===== src/hdl/cdconv_pkg.sv =====
// Shared widths, constants and calendar tables for the civil date converter.
package cdconv_pkg;

  localparam int YEAR_W  = 17;
  localparam int MONTH_W = 4;
  localparam int DAY_W   = 5;
  localparam int DC_W    = 25;
  localparam int MLEN_W  = 5;

  // register stages of each conversion path
  localparam int C2D_LAT      = 8;
  localparam int D2C_CORE_LAT = 4;

  localparam logic REQ_TO_COUNT = 1'b0;
  localparam logic REQ_TO_DATE  = 1'b1;

  localparam logic [MONTH_W-1:0] MON_NONE = 4'd0;
  localparam logic [MONTH_W-1:0] MON_JAN  = 4'd1;
  localparam logic [MONTH_W-1:0] MON_FEB  = 4'd2;
  localparam logic [MONTH_W-1:0] MON_MAR  = 4'd3;
  localparam logic [MONTH_W-1:0] MON_APR  = 4'd4;
  localparam logic [MONTH_W-1:0] MON_MAY  = 4'd5;
  localparam logic [MONTH_W-1:0] MON_JUN  = 4'd6;
  localparam logic [MONTH_W-1:0] MON_JUL  = 4'd7;
  localparam logic [MONTH_W-1:0] MON_AUG  = 4'd8;
  localparam logic [MONTH_W-1:0] MON_SEP  = 4'd9;
  localparam logic [MONTH_W-1:0] MON_OCT  = 4'd10;
  localparam logic [MONTH_W-1:0] MON_NOV  = 4'd11;
  localparam logic [MONTH_W-1:0] MON_DEC  = 4'd12;

  localparam logic signed [DC_W-1:0] DC_MAX = 25'sh0FFFFFF;
  localparam logic signed [DC_W-1:0] DC_MIN = 25'sh1000000;

  localparam logic signed [26:0] EPOCH_DAYS    = 27'sd719468;
  // epoch offset plus 110 eras, so the shifted count is never negative
  localparam logic signed [26:0] ERA_BIAS_DAYS = 27'sd16790138;
  localparam logic [18:0]        ERA_BIAS_YEARS = 19'd44000;
  localparam logic [25:0]        DAYS_PER_ERA  = 26'd146097;

  // reciprocal multipliers: floor(x/d) = (x*K) >> S over the ranges used
  localparam logic [26:0] K_ERA  = 27'd120414424;  // /146097, S = 44
  localparam logic [17:0] K_1460 = 18'd183860;     // /1460 at S = 28, /365 at S = 26
  localparam logic [16:0] K_25   = 17'd83887;      // /25, S = 21
  localparam logic signed [16:0] Q4_BIAS  = 17'sd16400;
  localparam logic signed [11:0] Q25_BIAS = 12'sd656;

  // divisibility by 25: modular inverse mod 2^18 and its limit
  localparam logic signed [17:0] YEAR_BIAS = 18'sd65550;
  localparam logic [17:0]        INV25     = 18'd220201;
  localparam logic [17:0]        DIV25_MAX = 18'd10485;

  // day of the March-based year on which month index mp starts
  function automatic logic [8:0] month_start(input logic [3:0] mp);
    logic [8:0] s;
    case (mp)
      4'd0:    s = 9'd0;
      4'd1:    s = 9'd31;
      4'd2:    s = 9'd61;
      4'd3:    s = 9'd92;
      4'd4:    s = 9'd122;
      4'd5:    s = 9'd153;
      4'd6:    s = 9'd184;
      4'd7:    s = 9'd214;
      4'd8:    s = 9'd245;
      4'd9:    s = 9'd275;
      4'd10:   s = 9'd306;
      4'd11:   s = 9'd337;
      default: s = 9'd0;
    endcase
    return s;
  endfunction

  function automatic logic [MLEN_W-1:0] month_days(input logic [MONTH_W-1:0] m,
                                                   input logic leap);
    logic [MLEN_W-1:0] n;
    case (m)
      MON_FEB: n = leap ? 5'd29 : 5'd28;
      MON_APR, MON_JUN, MON_SEP, MON_NOV: n = 5'd30;
      MON_JAN, MON_MAR, MON_MAY, MON_JUL, MON_AUG, MON_OCT, MON_DEC: n = 5'd31;
      default: n = 5'd0;
    endcase
    return n;
  endfunction

endpackage


===== src/hdl/cdconv_d2c.sv =====
// Date to day count pipeline, padded to the latency of the reverse path.
module cdconv_d2c (
  input  logic                                    clk,
  input  logic signed [cdconv_pkg::YEAR_W-1:0]    year_in,
  input  logic        [cdconv_pkg::MONTH_W-1:0]   month_in,
  input  logic        [cdconv_pkg::DAY_W-1:0]     day_in,
  output logic signed [cdconv_pkg::DC_W-1:0]      day_count,
  output logic                                    range_error,
  output logic signed [cdconv_pkg::YEAR_W-1:0]    year,
  output logic        [cdconv_pkg::MONTH_W-1:0]   month,
  output logic        [cdconv_pkg::DAY_W-1:0]     day
);

  localparam int PAD = cdconv_pkg::C2D_LAT - cdconv_pkg::D2C_CORE_LAT;

  typedef struct packed {
    logic                                  ok;
    logic signed [cdconv_pkg::YEAR_W-1:0]  year;
    logic        [cdconv_pkg::MONTH_W-1:0] month;
    logic        [cdconv_pkg::DAY_W-1:0]   day;
  } echo_t;

  typedef struct packed {
    logic signed [cdconv_pkg::DC_W-1:0] count;
    logic                               err;
  } res_t;

  echo_t echo_r [cdconv_pkg::C2D_LAT];
  res_t  res_r  [PAD+1];

  logic               mle2;
  logic               month_ok;
  logic signed [17:0] yp;
  logic        [3:0]  mp;
  logic signed [10:0] doy;
  logic signed [26:0] yp365;
  logic signed [26:0] base_nxt;
  logic signed [15:0] q4;
  logic        [15:0] u_nxt;
  logic signed [26:0] base_r;
  logic signed [15:0] q4_r;
  logic        [15:0] u_r;

  logic        [32:0] prod25;
  logic        [10:0] q25u_r;
  logic signed [26:0] part_r;

  logic signed [11:0] q25;
  logic signed [11:0] q100;
  logic signed [26:0] cnt_nxt;
  logic signed [26:0] cnt_r;
  res_t               res_nxt;
  echo_t              echo_nxt;

  always_comb begin
    mle2     = (month_in <= cdconv_pkg::MON_FEB);
    month_ok = (month_in >= cdconv_pkg::MON_JAN) && (month_in <= cdconv_pkg::MON_DEC);
    yp       = $signed({year_in[cdconv_pkg::YEAR_W-1], year_in}) - $signed({17'd0, mle2});
    mp       = mle2 ? (month_in + 4'd9) : (month_in - 4'd3);
    doy      = $signed({2'b00, cdconv_pkg::month_start(mp)}) + $signed({6'd0, day_in})
               - 11'sd1;
    yp365    = $signed({{9{yp[17]}}, yp}) * 27'sd365;
    base_nxt = yp365 + 27'(doy) - cdconv_pkg::EPOCH_DAYS;
    q4       = yp[17:2];
    u_nxt    = 16'($signed({q4[15], q4}) + cdconv_pkg::Q4_BIAS);
    echo_nxt.ok    = month_ok;
    echo_nxt.year  = year_in;
    echo_nxt.month = month_ok ? month_in : cdconv_pkg::MON_NONE;
    echo_nxt.day   = month_ok ? day_in : 5'd0;
  end

  assign prod25 = {17'd0, u_r} * {16'd0, cdconv_pkg::K_25};

  always_comb begin
    q25     = $signed({1'b0, q25u_r}) - cdconv_pkg::Q25_BIAS;
    q100    = q25 >>> 2;
    cnt_nxt = part_r - 27'(q25) + 27'(q100);
  end

  always_comb begin
    res_nxt.err   = 1'b0;
    res_nxt.count = cnt_r[cdconv_pkg::DC_W-1:0];
    if (!echo_r[2].ok) begin
      res_nxt.err   = 1'b1;
      res_nxt.count = '0;
    end else if (cnt_r > 27'(cdconv_pkg::DC_MAX)) begin
      res_nxt.err   = 1'b1;
      res_nxt.count = cdconv_pkg::DC_MAX;
    end else if (cnt_r < 27'(cdconv_pkg::DC_MIN)) begin
      res_nxt.err   = 1'b1;
      res_nxt.count = cdconv_pkg::DC_MIN;
    end
  end

  always_ff @(posedge clk) begin
    base_r    <= base_nxt;
    q4_r      <= q4;
    u_r       <= u_nxt;
    q25u_r    <= prod25[31:21];
    part_r    <= base_r + 27'(q4_r);
    cnt_r     <= cnt_nxt;
    res_r[0]  <= res_nxt;
    echo_r[0] <= echo_nxt;
    for (int i = 1; i < cdconv_pkg::C2D_LAT; i++) begin
      echo_r[i] <= echo_r[i-1];
    end
    for (int i = 1; i <= PAD; i++) begin
      res_r[i] <= res_r[i-1];
    end
  end

  assign day_count   = res_r[PAD].count;
  assign range_error = res_r[PAD].err;
  assign year        = echo_r[cdconv_pkg::C2D_LAT-1].year;
  assign month       = echo_r[cdconv_pkg::C2D_LAT-1].month;
  assign day         = echo_r[cdconv_pkg::C2D_LAT-1].day;

endmodule


===== src/hdl/cdconv_c2d.sv =====
// Day count to date pipeline, eight register stages.
module cdconv_c2d (
  input  logic                                    clk,
  input  logic signed [cdconv_pkg::DC_W-1:0]      day_count_in,
  output logic signed [cdconv_pkg::DC_W-1:0]      day_count,
  output logic signed [cdconv_pkg::YEAR_W-1:0]    year,
  output logic        [cdconv_pkg::MONTH_W-1:0]   month,
  output logic        [cdconv_pkg::DAY_W-1:0]     day
);

  logic signed [cdconv_pkg::DC_W-1:0] dc_r [cdconv_pkg::C2D_LAT];

  logic [25:0] v_nxt;
  logic [25:0] v_r;
  logic [52:0] pera;
  logic [7:0]  era2_r;
  logic [25:0] v2_r;
  logic [25:0] em;
  logic [17:0] doe3_r;
  logic [7:0]  era3_r;
  logic [35:0] p1460;
  logic [2:0]  c36;
  logic [17:0] doe4_r;
  logic [6:0]  q1460_r;
  logic [2:0]  c36_r;
  logic        f_r;
  logic [7:0]  era4_r;
  logic [17:0] n_r;
  logic [17:0] doe5_r;
  logic [7:0]  era5_r;
  logic [35:0] pyoe;
  logic [8:0]  yoe6_r;
  logic [17:0] doe6_r;
  logic [7:0]  era6_r;
  logic [1:0]  c100;
  logic [17:0] ysub;
  logic [8:0]  doy7_r;
  logic [8:0]  yoe7_r;
  logic [7:0]  era7_r;
  logic [3:0]  mp;
  logic [8:0]  dsub;
  logic [3:0]  month_nxt;
  logic [18:0] year_nxt;
  logic signed [cdconv_pkg::YEAR_W-1:0] year8_r;
  logic [cdconv_pkg::MONTH_W-1:0]       month8_r;
  logic [cdconv_pkg::DAY_W-1:0]         day8_r;

  assign v_nxt = 26'($signed({{2{day_count_in[cdconv_pkg::DC_W-1]}}, day_count_in})
                     + cdconv_pkg::ERA_BIAS_DAYS);
  assign pera  = 53'(v_r) * 53'(cdconv_pkg::K_ERA);
  assign em    = 26'(era2_r) * cdconv_pkg::DAYS_PER_ERA;
  assign p1460 = 36'(doe3_r) * 36'(cdconv_pkg::K_1460);

  always_comb begin
    c36 = 3'(doe3_r >= 18'd36524) + 3'(doe3_r >= 18'd73048)
        + 3'(doe3_r >= 18'd109572) + 3'(doe3_r >= 18'd146096);
  end

  assign pyoe = 36'(n_r) * 36'(cdconv_pkg::K_1460);

  always_comb begin
    c100 = 2'(yoe6_r >= 9'd100) + 2'(yoe6_r >= 9'd200) + 2'(yoe6_r >= 9'd300);
    ysub = 18'(yoe6_r) * 18'd365 + 18'(yoe6_r[8:2]) - 18'(c100);
  end

  always_comb begin
    mp = 4'd0;
    for (int k = 1; k < 12; k++) begin
      mp = mp + 4'(doy7_r >= cdconv_pkg::month_start(4'(k)));
    end
    dsub      = doy7_r - cdconv_pkg::month_start(mp) + 9'd1;
    month_nxt = (mp < 4'd10) ? (mp + 4'd3) : (mp - 4'd9);
    year_nxt  = 19'(yoe7_r) + 19'(era7_r) * 19'd400 + 19'(mp >= 4'd10)
              - cdconv_pkg::ERA_BIAS_YEARS;
  end

  always_ff @(posedge clk) begin
    dc_r[0]  <= day_count_in;
    for (int i = 1; i < cdconv_pkg::C2D_LAT; i++) begin
      dc_r[i] <= dc_r[i-1];
    end
    v_r      <= v_nxt;
    era2_r   <= pera[51:44];
    v2_r     <= v_r;
    doe3_r   <= 18'(v2_r - em);
    era3_r   <= era2_r;
    doe4_r   <= doe3_r;
    q1460_r  <= p1460[34:28];
    c36_r    <= c36;
    f_r      <= (doe3_r == 18'd146096);
    era4_r   <= era3_r;
    n_r      <= doe4_r - 18'(q1460_r) + 18'(c36_r) - 18'(f_r);
    doe5_r   <= doe4_r;
    era5_r   <= era4_r;
    yoe6_r   <= pyoe[34:26];
    doe6_r   <= doe5_r;
    era6_r   <= era5_r;
    doy7_r   <= 9'(doe6_r - ysub);
    yoe7_r   <= yoe6_r;
    era7_r   <= era6_r;
    year8_r  <= year_nxt[cdconv_pkg::YEAR_W-1:0];
    month8_r <= month_nxt;
    day8_r   <= dsub[cdconv_pkg::DAY_W-1:0];
  end

  assign day_count = dc_r[cdconv_pkg::C2D_LAT-1];
  assign year      = year8_r;
  assign month     = month8_r;
  assign day       = day8_r;

endmodule


===== src/hdl/civil_date_day_count_converter.sv =====
// Civil date / day count converter top level: control pipeline, merge and leap stage.
// Throughput: one item per cycle; busy stays low after reset, results leave in order.
// Depth is set by the day-count-to-date path: eight stages around its four multipliers,
// then one merge stage and one leap-year/month-length stage.
// Reset (synchronous, active low) clears all valid bits; busy is high during reset
// and for the first cycle after it.
module civil_date_day_count_converter (
  input  logic                                    clk,
  input  logic                                    rst_n,
  input  logic                                    start,
  output logic                                    busy,
  input  logic                                    in_req_type,
  input  logic signed [cdconv_pkg::YEAR_W-1:0]    in_year_in,
  input  logic        [cdconv_pkg::MONTH_W-1:0]   in_month_in,
  input  logic        [cdconv_pkg::DAY_W-1:0]     in_day_in,
  input  logic signed [cdconv_pkg::DC_W-1:0]      in_day_count_in,
  output logic                                    out_valid,
  output logic signed [cdconv_pkg::DC_W-1:0]      out_day_count_out,
  output logic signed [cdconv_pkg::YEAR_W-1:0]    out_year_out,
  output logic        [cdconv_pkg::MONTH_W-1:0]   out_month_out,
  output logic        [cdconv_pkg::DAY_W-1:0]     out_day_out,
  output logic                                    out_leap_year,
  output logic        [cdconv_pkg::MLEN_W-1:0]    out_month_length,
  output logic                                    out_range_error
);

  typedef struct packed {
    logic vld;
    logic req;
  } ctl_t;

  ctl_t ctl_r [cdconv_pkg::C2D_LAT];
  logic busy_r;

  logic signed [cdconv_pkg::DC_W-1:0]    d2c_count;
  logic                                  d2c_err;
  logic signed [cdconv_pkg::YEAR_W-1:0]  d2c_year;
  logic        [cdconv_pkg::MONTH_W-1:0] d2c_month;
  logic        [cdconv_pkg::DAY_W-1:0]   d2c_day;
  logic signed [cdconv_pkg::DC_W-1:0]    c2d_count;
  logic signed [cdconv_pkg::YEAR_W-1:0]  c2d_year;
  logic        [cdconv_pkg::MONTH_W-1:0] c2d_month;
  logic        [cdconv_pkg::DAY_W-1:0]   c2d_day;

  logic signed [cdconv_pkg::DC_W-1:0]    sel_count;
  logic                                  sel_err;
  logic signed [cdconv_pkg::YEAR_W-1:0]  sel_year;
  logic        [cdconv_pkg::MONTH_W-1:0] sel_month;
  logic        [cdconv_pkg::DAY_W-1:0]   sel_day;
  logic        [17:0]                    ybias;
  logic        [17:0]                    modp;

  logic                                  m_vld_r;
  logic signed [cdconv_pkg::DC_W-1:0]    m_count_r;
  logic                                  m_err_r;
  logic signed [cdconv_pkg::YEAR_W-1:0]  m_year_r;
  logic        [cdconv_pkg::MONTH_W-1:0] m_month_r;
  logic        [cdconv_pkg::DAY_W-1:0]   m_day_r;
  logic        [17:0]                    m_mod_r;
  logic                                  leap;

  logic                                  out_valid_r;
  logic signed [cdconv_pkg::DC_W-1:0]    out_count_r;
  logic signed [cdconv_pkg::YEAR_W-1:0]  out_year_r;
  logic        [cdconv_pkg::MONTH_W-1:0] out_month_r;
  logic        [cdconv_pkg::DAY_W-1:0]   out_day_r;
  logic                                  out_leap_r;
  logic        [cdconv_pkg::MLEN_W-1:0]  out_mlen_r;
  logic                                  out_err_r;

  cdconv_d2c u_d2c (
    .clk         (clk),
    .year_in     (in_year_in),
    .month_in    (in_month_in),
    .day_in      (in_day_in),
    .day_count   (d2c_count),
    .range_error (d2c_err),
    .year        (d2c_year),
    .month       (d2c_month),
    .day         (d2c_day)
  );

  cdconv_c2d u_c2d (
    .clk          (clk),
    .day_count_in (in_day_count_in),
    .day_count    (c2d_count),
    .year         (c2d_year),
    .month        (c2d_month),
    .day          (c2d_day)
  );

  always_ff @(posedge clk) begin
    if (!rst_n) begin
      busy_r <= 1'b1;
      for (int i = 0; i < cdconv_pkg::C2D_LAT; i++) begin
        ctl_r[i] <= '0;
      end
      m_vld_r     <= 1'b0;
      out_valid_r <= 1'b0;
    end else begin
      busy_r       <= 1'b0;
      ctl_r[0].vld <= start && !busy_r;
      ctl_r[0].req <= in_req_type;
      for (int i = 1; i < cdconv_pkg::C2D_LAT; i++) begin
        ctl_r[i] <= ctl_r[i-1];
      end
      m_vld_r     <= ctl_r[cdconv_pkg::C2D_LAT-1].vld;
      out_valid_r <= m_vld_r;
    end
  end

  always_comb begin
    if (ctl_r[cdconv_pkg::C2D_LAT-1].req == cdconv_pkg::REQ_TO_DATE) begin
      sel_count = c2d_count;
      sel_err   = 1'b0;
      sel_year  = c2d_year;
      sel_month = c2d_month;
      sel_day   = c2d_day;
    end else begin
      sel_count = d2c_count;
      sel_err   = d2c_err;
      sel_year  = d2c_year;
      sel_month = d2c_month;
      sel_day   = d2c_day;
    end
    ybias = 18'($signed({sel_year[cdconv_pkg::YEAR_W-1], sel_year}) + cdconv_pkg::YEAR_BIAS);
    modp  = ybias * cdconv_pkg::INV25;
  end

  always_comb begin
    leap = (m_year_r[1:0] == 2'b00)
        && ((m_mod_r > cdconv_pkg::DIV25_MAX) || (m_year_r[3:0] == 4'b0000));
  end

  always_ff @(posedge clk) begin
    m_count_r   <= sel_count;
    m_err_r     <= sel_err;
    m_year_r    <= sel_year;
    m_month_r   <= sel_month;
    m_day_r     <= sel_day;
    m_mod_r     <= modp;
    out_count_r <= m_count_r;
    out_err_r   <= m_err_r;
    out_year_r  <= m_year_r;
    out_month_r <= m_month_r;
    out_day_r   <= m_day_r;
    out_leap_r  <= leap;
    out_mlen_r  <= cdconv_pkg::month_days(m_month_r, leap);
  end

  assign busy              = busy_r;
  assign out_valid         = out_valid_r;
  assign out_day_count_out = out_count_r;
  assign out_year_out      = out_year_r;
  assign out_month_out     = out_month_r;
  assign out_day_out       = out_day_r;
  assign out_leap_year     = out_leap_r;
  assign out_month_length  = out_mlen_r;
  assign out_range_error   = out_err_r;

endmodule


===== config.mk =====
export PLATFORM = sky130hd
export DESIGN_NAME = civil_date_day_count_converter
export DESIGN_NICKNAME = d
export VERILOG_FILES = /design/src/hdl/cdconv_pkg.sv /design/src/hdl/cdconv_d2c.sv /design/src/hdl/cdconv_c2d.sv /design/src/hdl/civil_date_day_count_converter.sv
export SDC_FILE = /design/constraint.sdc
export NUM_CORES = 2
export LEC_CHECK = 0
export ABC_AREA = 1
export BUFFER_PORTS_ARGS = -buffer_cell sky130_fd_sc_hd__buf_4
export CORE_ASPECT_RATIO = 0.6
export CORE_MARGIN = 4
export CORE_UTILIZATION = 65
export CTS_CLUSTER_DIAMETER = 60
export DETAILED_ROUTE_END_ITERATION = 10
export GPL_TIMING_DRIVEN = 0
export PLACE_DENSITY = 0.8
export SLEW_MARGIN = 40
export SYNTH_ARGS = -nofsm -noshare
export SYNTH_HDL_FRONTEND = slang
export SYNTH_SLANG_ARGS = --single-unit
export TNS_END_PERCENT = 1

===== constraint.sdc =====
create_clock -name clk -period 24.3 [get_ports clk]
set_input_delay 4.86 -clock clk [delete_from_list [all_inputs] [get_ports clk]]
set_output_delay 4.86 -clock clk [all_outputs]
set_load 0.01 [all_outputs]

# [Yosys cells after proc, flatten, opt, wreduce, memory -nomap -nowiden]
# Memories as Yosys holds them, arrays and structs flattened.
# Cells that the tools add are included.
[classes] add_sub_neg=43 mul=9 order_cmp=26 n_eq_ne=13 muxes=24 bitwise=9 reduce_logical=9
[ops] operator="$mux 26" n=3
[ops] operator="$mul 18x16->33 const B" n=2
[ops] operator="$mul 26x24->49 const B" n=1
[ops] operator="$ge 9x8->1 const B" n=5
[ops] operator="$add 4x1->4" n=9
[ops] operator="$ge 18x17->1 const B" n=2
[ops] operator="$ge 9x9->1 const B" n=4
[ops] operator="$mul 16x17->32 const B" n=1
[ops] operator="$add 27x10->27" n=1
[ops] operator="$add 27x11->27" n=1
[ops] operator="$add 27x16->27" n=1
[ops] operator="$ge 9x7->1 const B" n=3
[ops] operator="$gt 27x25->1 const B" n=1
[ops] operator="$lt 27x25->1 const B" n=1
[ops] operator="$mul 18x10->27 const B" n=1
[ops] operator="$sub 27x12->27" n=1
[ops] operator="$sub 27x21->27 const B" n=1
[ops] operator="$add 25x26->26 const B" n=1
[ops] operator="$mux 25" n=1
[ops] operator="$eq 4x4->1 const B" n=5
[ops] operator="$add 17x18->18 const B" n=1
[ops] operator="$add 18x3->18" n=1
[ops] operator="$eq 18x18->1 const B" n=1
[ops] operator="$ge 18x16->1 const B" n=1
[ops] operator="53 further kinds" n=84
[word_totals] regBits=483 mem_bits_rw=562 rom_bits=288 inputBits=55 out_inout_bits=60 wordCells=183 memories=6
[memory_table] name="u_d2c.echo_r" depth=8 word_bits=27 rd=8 rd_clocked_by_memory_dff=0 wr=8 line="cdconv_d2c.sv:28" rtl="echo_t echo_r [cdconv_pkg::C2D_LAT];"
[memory_table] name="u_c2d.dc_r" depth=8 word_bits=25 rd=8 rd_clocked_by_memory_dff=0 wr=8 line="cdconv_c2d.sv:11" rtl="logic signed [cdconv_pkg::DC_W-1:0] dc_r [cdconv_pkg::C2D_LAT];"
[memory_table] name="(name not given)" depth=16 word_bits=9 rd=1 rd_clocked_by_memory_dff=0 wr=0 line="cdconv_pkg.sv:55" rtl="case (mp)"
[memory_table] name="(name not given)" depth=16 word_bits=9 rd=1 rd_clocked_by_memory_dff=0 wr=0 line="cdconv_pkg.sv:55"
[memory_table] name="u_d2c.res_r" depth=5 word_bits=26 rd=5 rd_clocked_by_memory_dff=0 wr=5 line="cdconv_d2c.sv:29" rtl="res_t res_r [PAD+1];"
[memory_table] name="ctl_r" depth=8 word_bits=2 rd=8 rd_clocked_by_memory_dff=0 wr=8 line="civil_date_day_count_converter.sv:32" rtl="ctl_t ctl_r [cdconv_pkg::C2D_LAT];"

# [Longest topological paths before layout]
[logic_depth] ltp_word=14 mapped_depth=43 mapped_depth_nobuf=43

# [By module]
# A second synthesis with hierarchy kept.
[hier_totals] hier_cells=7814 area_unflattened_um2=71856.4
[by_module_without_submodules] module="cdconv_c2d" n_inst=1 cells_per_inst=4147 area_each_um2=39564.2 seq_area_each_um2=8528.2
[by_module_without_submodules] module="cdconv_d2c" n_inst=1 cells_per_inst=2918 area_each_um2=25725.9 seq_area_each_um2=9228.9
[by_module_without_submodules] module="civil_date_day_count_converter" n_inst=1 cells_per_inst=749 area_each_um2=6566.3 seq_area_each_um2=2882.8

# [Least setup slack after synthesis]
# No wires, ideal clock.
[synth_timing] kind="input -> register" from="input port in_month_in[1] in the netlist's numbering" to="register u_d2c.base_r[25]" arrival_time_ps=11038 required_ps=24228 path_slack_ps=13191 path_stages=39 n_path_buf=0 cell_sequence="nand2_1 > nand2_1 > ha_1 > inv_1 > o21ai_0 > or2_2 > nand2_1 > inv_1 > nor2_1 > nand2_1 > nand3b_1 > ha_1 > inv_1 > ha_1 > nand3_1 > nand2_1 > a21oi_1 > o21bai_1 > (+3 left out) > nand2_1 > inv_1 > ha_1 > inv_1 > fa_1 > fa_1 > fa_1 > inv_1 > ha_1 > nand2_1 > nor4_1 > nand4_1 > nand3_1 > nand3_1 > nand2_1 > nand3_1 > nand2_1 > xor2_1"
[synth_via] elab_chain_cells=7 word_cells_on_any_way=11 classes_between="add/sub: 7; mul: 1; order compare: 1; mux: 1; memory: 1"
[synth_lines] item="start: declaration" line="civil_date_day_count_converter.sv:14" rtl="input logic [cdconv_pkg::MONTH_W-1:0] in_month_in,"
[synth_lines] item="parallel branches: the longest is 5 deep, another holds $mul 18x10->27"
[synth_lines] item="$add 27x11->27 (*)" line="cdconv_d2c.sv:63" rtl="base_nxt = yp365 + 27'(doy) - cdconv_pkg::EPOCH_DAYS;"
[synth_lines] item="$sub 27x21->27 (*)" line="cdconv_d2c.sv:63"
[synth_lines] item="net u_d2c.base_nxt[25]" line="cdconv_d2c.sv:37" rtl="logic signed [26:0] base_nxt;"
[synth_lines] item="end signal: assignment" line="cdconv_d2c.sv:96" rtl="base_r <= base_nxt;"
[synth_lines] item="end: declaration" line="cdconv_d2c.sv:40" rtl="logic signed [26:0] base_r;"
# Mark *: on every way through the listed nets, which the timed path passes.
# A chain may end at the register's enable or synchronous reset.

# [Worst setup path in the final report]
# Ends and elaborated chain as after synthesis.

==> key figures <==
Run status
  – Outcome: complete, no violations

Timing
  – Minimum clock period: around 12 ns
  – Final WS setup: 11.85 ns
  – Final cycle utilization of the critical path: 0.5124
  – Maximum clock rate: 80.31 MHz
  – Clock skew: 0.04825 ns
  – Slew headroom: 0.3380
  – Slew at the pin closest to its max-slew limit: 0.9860 ns
  – RSZ-0062 raised after global routing: no
  – Total negative slack for setup checks: 0 ns
  – Hold Violations, Final: 0
  – Number of max-slew violations in the final report: 0
  – # setup viols final: 0

Logic synthesis
  – Primary flip-flop cell chosen by synthesis mapping: dfxtp_1
  – Synth Instances: between 6000 and 7000
  – Total number of yosys warnings: 0
  – Proportion of netlist area held by the largest area contributor: 0.3074
  – Synth Net Count: 8558
  – Number of enable-type register cells in the synthesized netlist: 0
  – Most common library cells after synthesis: inv_1, ha_1, dfxtp_1
  – Average size of a mapped cell: 10.14 sq um
  – Sequential-to-total area share from yosys stat: 0.3074
  – Post-synthesis cell type count: 55
  – Yosys reg bits: around 1000
  – Area of the mapped netlist: 0.06713 sq mm
  – Cell type with the largest total area after synthesis: dfxtp_1
  – Largest cells by area after synthesis: dfxtp_1, fa_1, ha_1
  – FFs w/ async S/R, synth: 0
  – Dominant cell by count in the synthesized netlist: inv_1

Place
  – Port-buffer cells: 113
  – Detail Placement HPWL: 130900 um
  – Final Wtd Congestion: 1.010
  – Setup Slack @ Placement: roughly 12 ns

Worst setup path
  – Type of the worst setup path: primary input to flip-flop
  – Critical path's most frequent cell: nand2_1
  – Critical Path Source Type: primary input
  – CP peak stage delay: 0.64 ns
  – Buffers & Inverters on Critical Path: 7
  – Critical Path Slowest Stage Cell: nor4_1
  – Worst Path Max Fanout: 9
  – Setup crit end kind: flip-flop
  – WP data required: 24.92 ns
  – Signal arrival time at the worst endpoint: 13.07 ns
  – Worst reg2reg setup slack: about 18 ns
  – Cell family contributing the most delay on the critical path: simple AND/OR/NAND/NOR gates

Hold path
  – Worst hold path type: flip-flop to flip-flop

Global routing
  – Initial antenna violation count: 5
  – Wire length of the first global-routing pass: 254300 um
  – Aggregate global-route resource usage: 0.3004
  – Pin count of the biggest net entering global routing: 18
  – Via count of the first global-routing pass: 45964
  – Total congestion overflow: 0

Routing
  – Via density per instance: 5.395
  – DRC marker count from the first detailed-route iteration: 3740
  – Detailed-route wire length per cell: 19.32 um
  – Top layer in use: met4
  – Final routed wirelength across all metal layers: between 150000 and 200000 um
  – Vias: 44710
  – Routed met1 length: 74620 um
  – Remaining design rule violation count: 0
  – Wire length on met3: 17890 um
  – Total met2 wirelength after detailed routing: 63920 um
  – Pre-Repair DR Iteration Count: 8
  – Number of nets with antenna violations after detailed routing: 0

Clock tree
  – Root Buffer Master: clkbuf_16
  – Setup Fix Bufs, Post-CTS: 0
  – Maximum level of the CTS H-tree: 3
  – Clock tree from TritonCTS: yes
  – Hold-fix buffer count after cts: 0
  – Clock transition at the registers of the reported paths: 0.07 ns
  – Clock tree sinks: 1031
  – Number of buffers created by CTS: 94
  – Insertion delay to the later sink of the worst-skew pair: 0.73 ns
  – Largest buffer count on any clock path: 3
  – Count of cells resized by post-cts repair: 0

Floorplan
  – Die Span Y: 256.9 um
  – # IOs: 115
  – Effective utilization at floorplan: 0.6617
  – Area of the core: 0.1015 sq mm
  – Die outline area: 0.1087 sq mm
  – Row Count: 90
  – Horiz. Die Dim: ~420 um

Cells and area
  – Area grow syn2layout: 8.778%
  – Sequential Area: 0.02065 sq mm
  – Layout Nets: 8767
  – Footprint of the multi-input gates: 0.04091 sq mm
  – Fraction of final layout cells sized beyond drive strength 1: 0.04880
  – Fill cell count: 7240

Run
  – Max-cap violation count: 0
-- worst register-to-register path, delay by kind of cell, from the launching register on --
family | cells | cell delay, ns
adders and majority gates | 8 | 3.95
AOI/OAI and AO/OA | 2 | 0.40
buffers and inverters | 4 | 0.23
and+or+nand+nor | 6 | 0.86
xor gates and xnor gates | 1 | 0.16
DFF | 1 | 0.86
-- placed cells by master, fill, tap and decap left out, drive strengths merged, types with 3 or more instances in the layout --
| cell | synthesis | final |
|---|---|---|
| a211oi | 11 | 11 |
| a21boi | 11 | 11 |
| a21o | 33 | 33 |
| a21oi | 278 | 278 |
| a221oi | 5 | 5 |
| a31oi | 34 | 34 |
| a41oi | 5 | 5 |
| buf | 9 | 121 |
| bufinv | 0 | 5 |
| clkbuf | 11 | 132 |
| clkinv | 0 | 27 |
| clkinvlp | 0 | 3 |
| dfxtp | 1031 | 1031 |
| fa | 759 | 759 |
| ha | 1122 | 1122 |
| inv | 1463 | 1479 |
| nand2 | 751 | 751 |
| nand3 | 132 | 132 |
| nand3b | 6 | 6 |
| nand4 | 50 | 50 |
| nor2 | 284 | 284 |
| nor3 | 45 | 45 |
| nor4 | 18 | 18 |
| o2111ai | 4 | 4 |
| o211ai | 21 | 21 |
| o21a | 7 | 7 |
| o21ai | 175 | 175 |
| o21bai | 17 | 17 |
| o221ai | 4 | 4 |
| o311ai | 5 | 5 |
| o31ai | 12 | 12 |
| or2 | 8 | 8 |
| xnor2 | 100 | 100 |
| xor2 | 197 | 197 |
-- routing by layer --
metal	up-vias	track usage
li1	21120	-
met1	21485	0.4518
met3	257	0.09752
met5	-	0
met2	1848	0.4221
met4	0	0.06751
-- path summary, 6_finish.rpt --
| check | startpoint | depth (start not counted) | endpoint |
|---|---|---|---|
| setup / recovery | in_month_in[1] | 40 | u_d2c.base_r[25] |
| setup reg to reg | u_c2d.v_r[9] | 21 | u_c2d.era2_r[5] |
| hold / removal | u_c2d.dc_r[0][82] | 0 | u_c2d.dc_r[1][7] |
| hold reg to reg | u_c2d.dc_r[0][82] | 0 | u_c2d.dc_r[1][7] |
-- logic make-up after synthesis --
logic type	synth area share
compound gates	0.05409
buf+inv	0.08333
fa+ha+maj	0.4354
flops	0.3074
simple gates	0.08061
xor+xnor	0.03908
-- registers in the layout, indices dropped and copies added, names as in the netlist, 25 cells and up --
signal             flops
m_count_r             25
u_d2c.base_r          27
u_c2d.v_r             25
u_d2c.echo_r         211
u_d2c.cnt_r           27
u_d2c.res_r          130
u_c2d.dc_r           200
out_day_count_out     25
u_d2c.part_r          27
-- per-stage QoR --
step / utilization / area, sq um / hold WS (ns) / cells
after global routing: 0.7197 / 73020 / 0.2854 / 8286
final: 0.7198 / 73030 / 0.2770 / 8288
after global placement: 0.6871 / 69710 / 0.3096 / 8115
after floorplan: - / 67130 / 0.3096 / 6622
after CTS: 0.7195 / 73000 / 0.2699 / 8286
after detailed placement: 0.6872 / 69720 / 0.3121 / 8115
-- cell type report --
| type | count | area share |
|---|---|---|
| diodes | 2 | 0.00006853 |
| plain buffers | 20 | 0.001473 |
| clock buffers | 120 | 0.03533 |
| clock inverters | 51 | 0.009629 |
| inverters | 1463 | 0.07520 |
| multi-input cells | 4108 | 0.5603 |
| flip-flops and latches | 1031 | 0.2828 |
| well taps | 1380 | 0.02364 |
| repair buffers | 113 | 0.01162 |
Power is not shown: default switching activity piles up to over one toggle a cycle in this logic, so the estimate is an artifact.
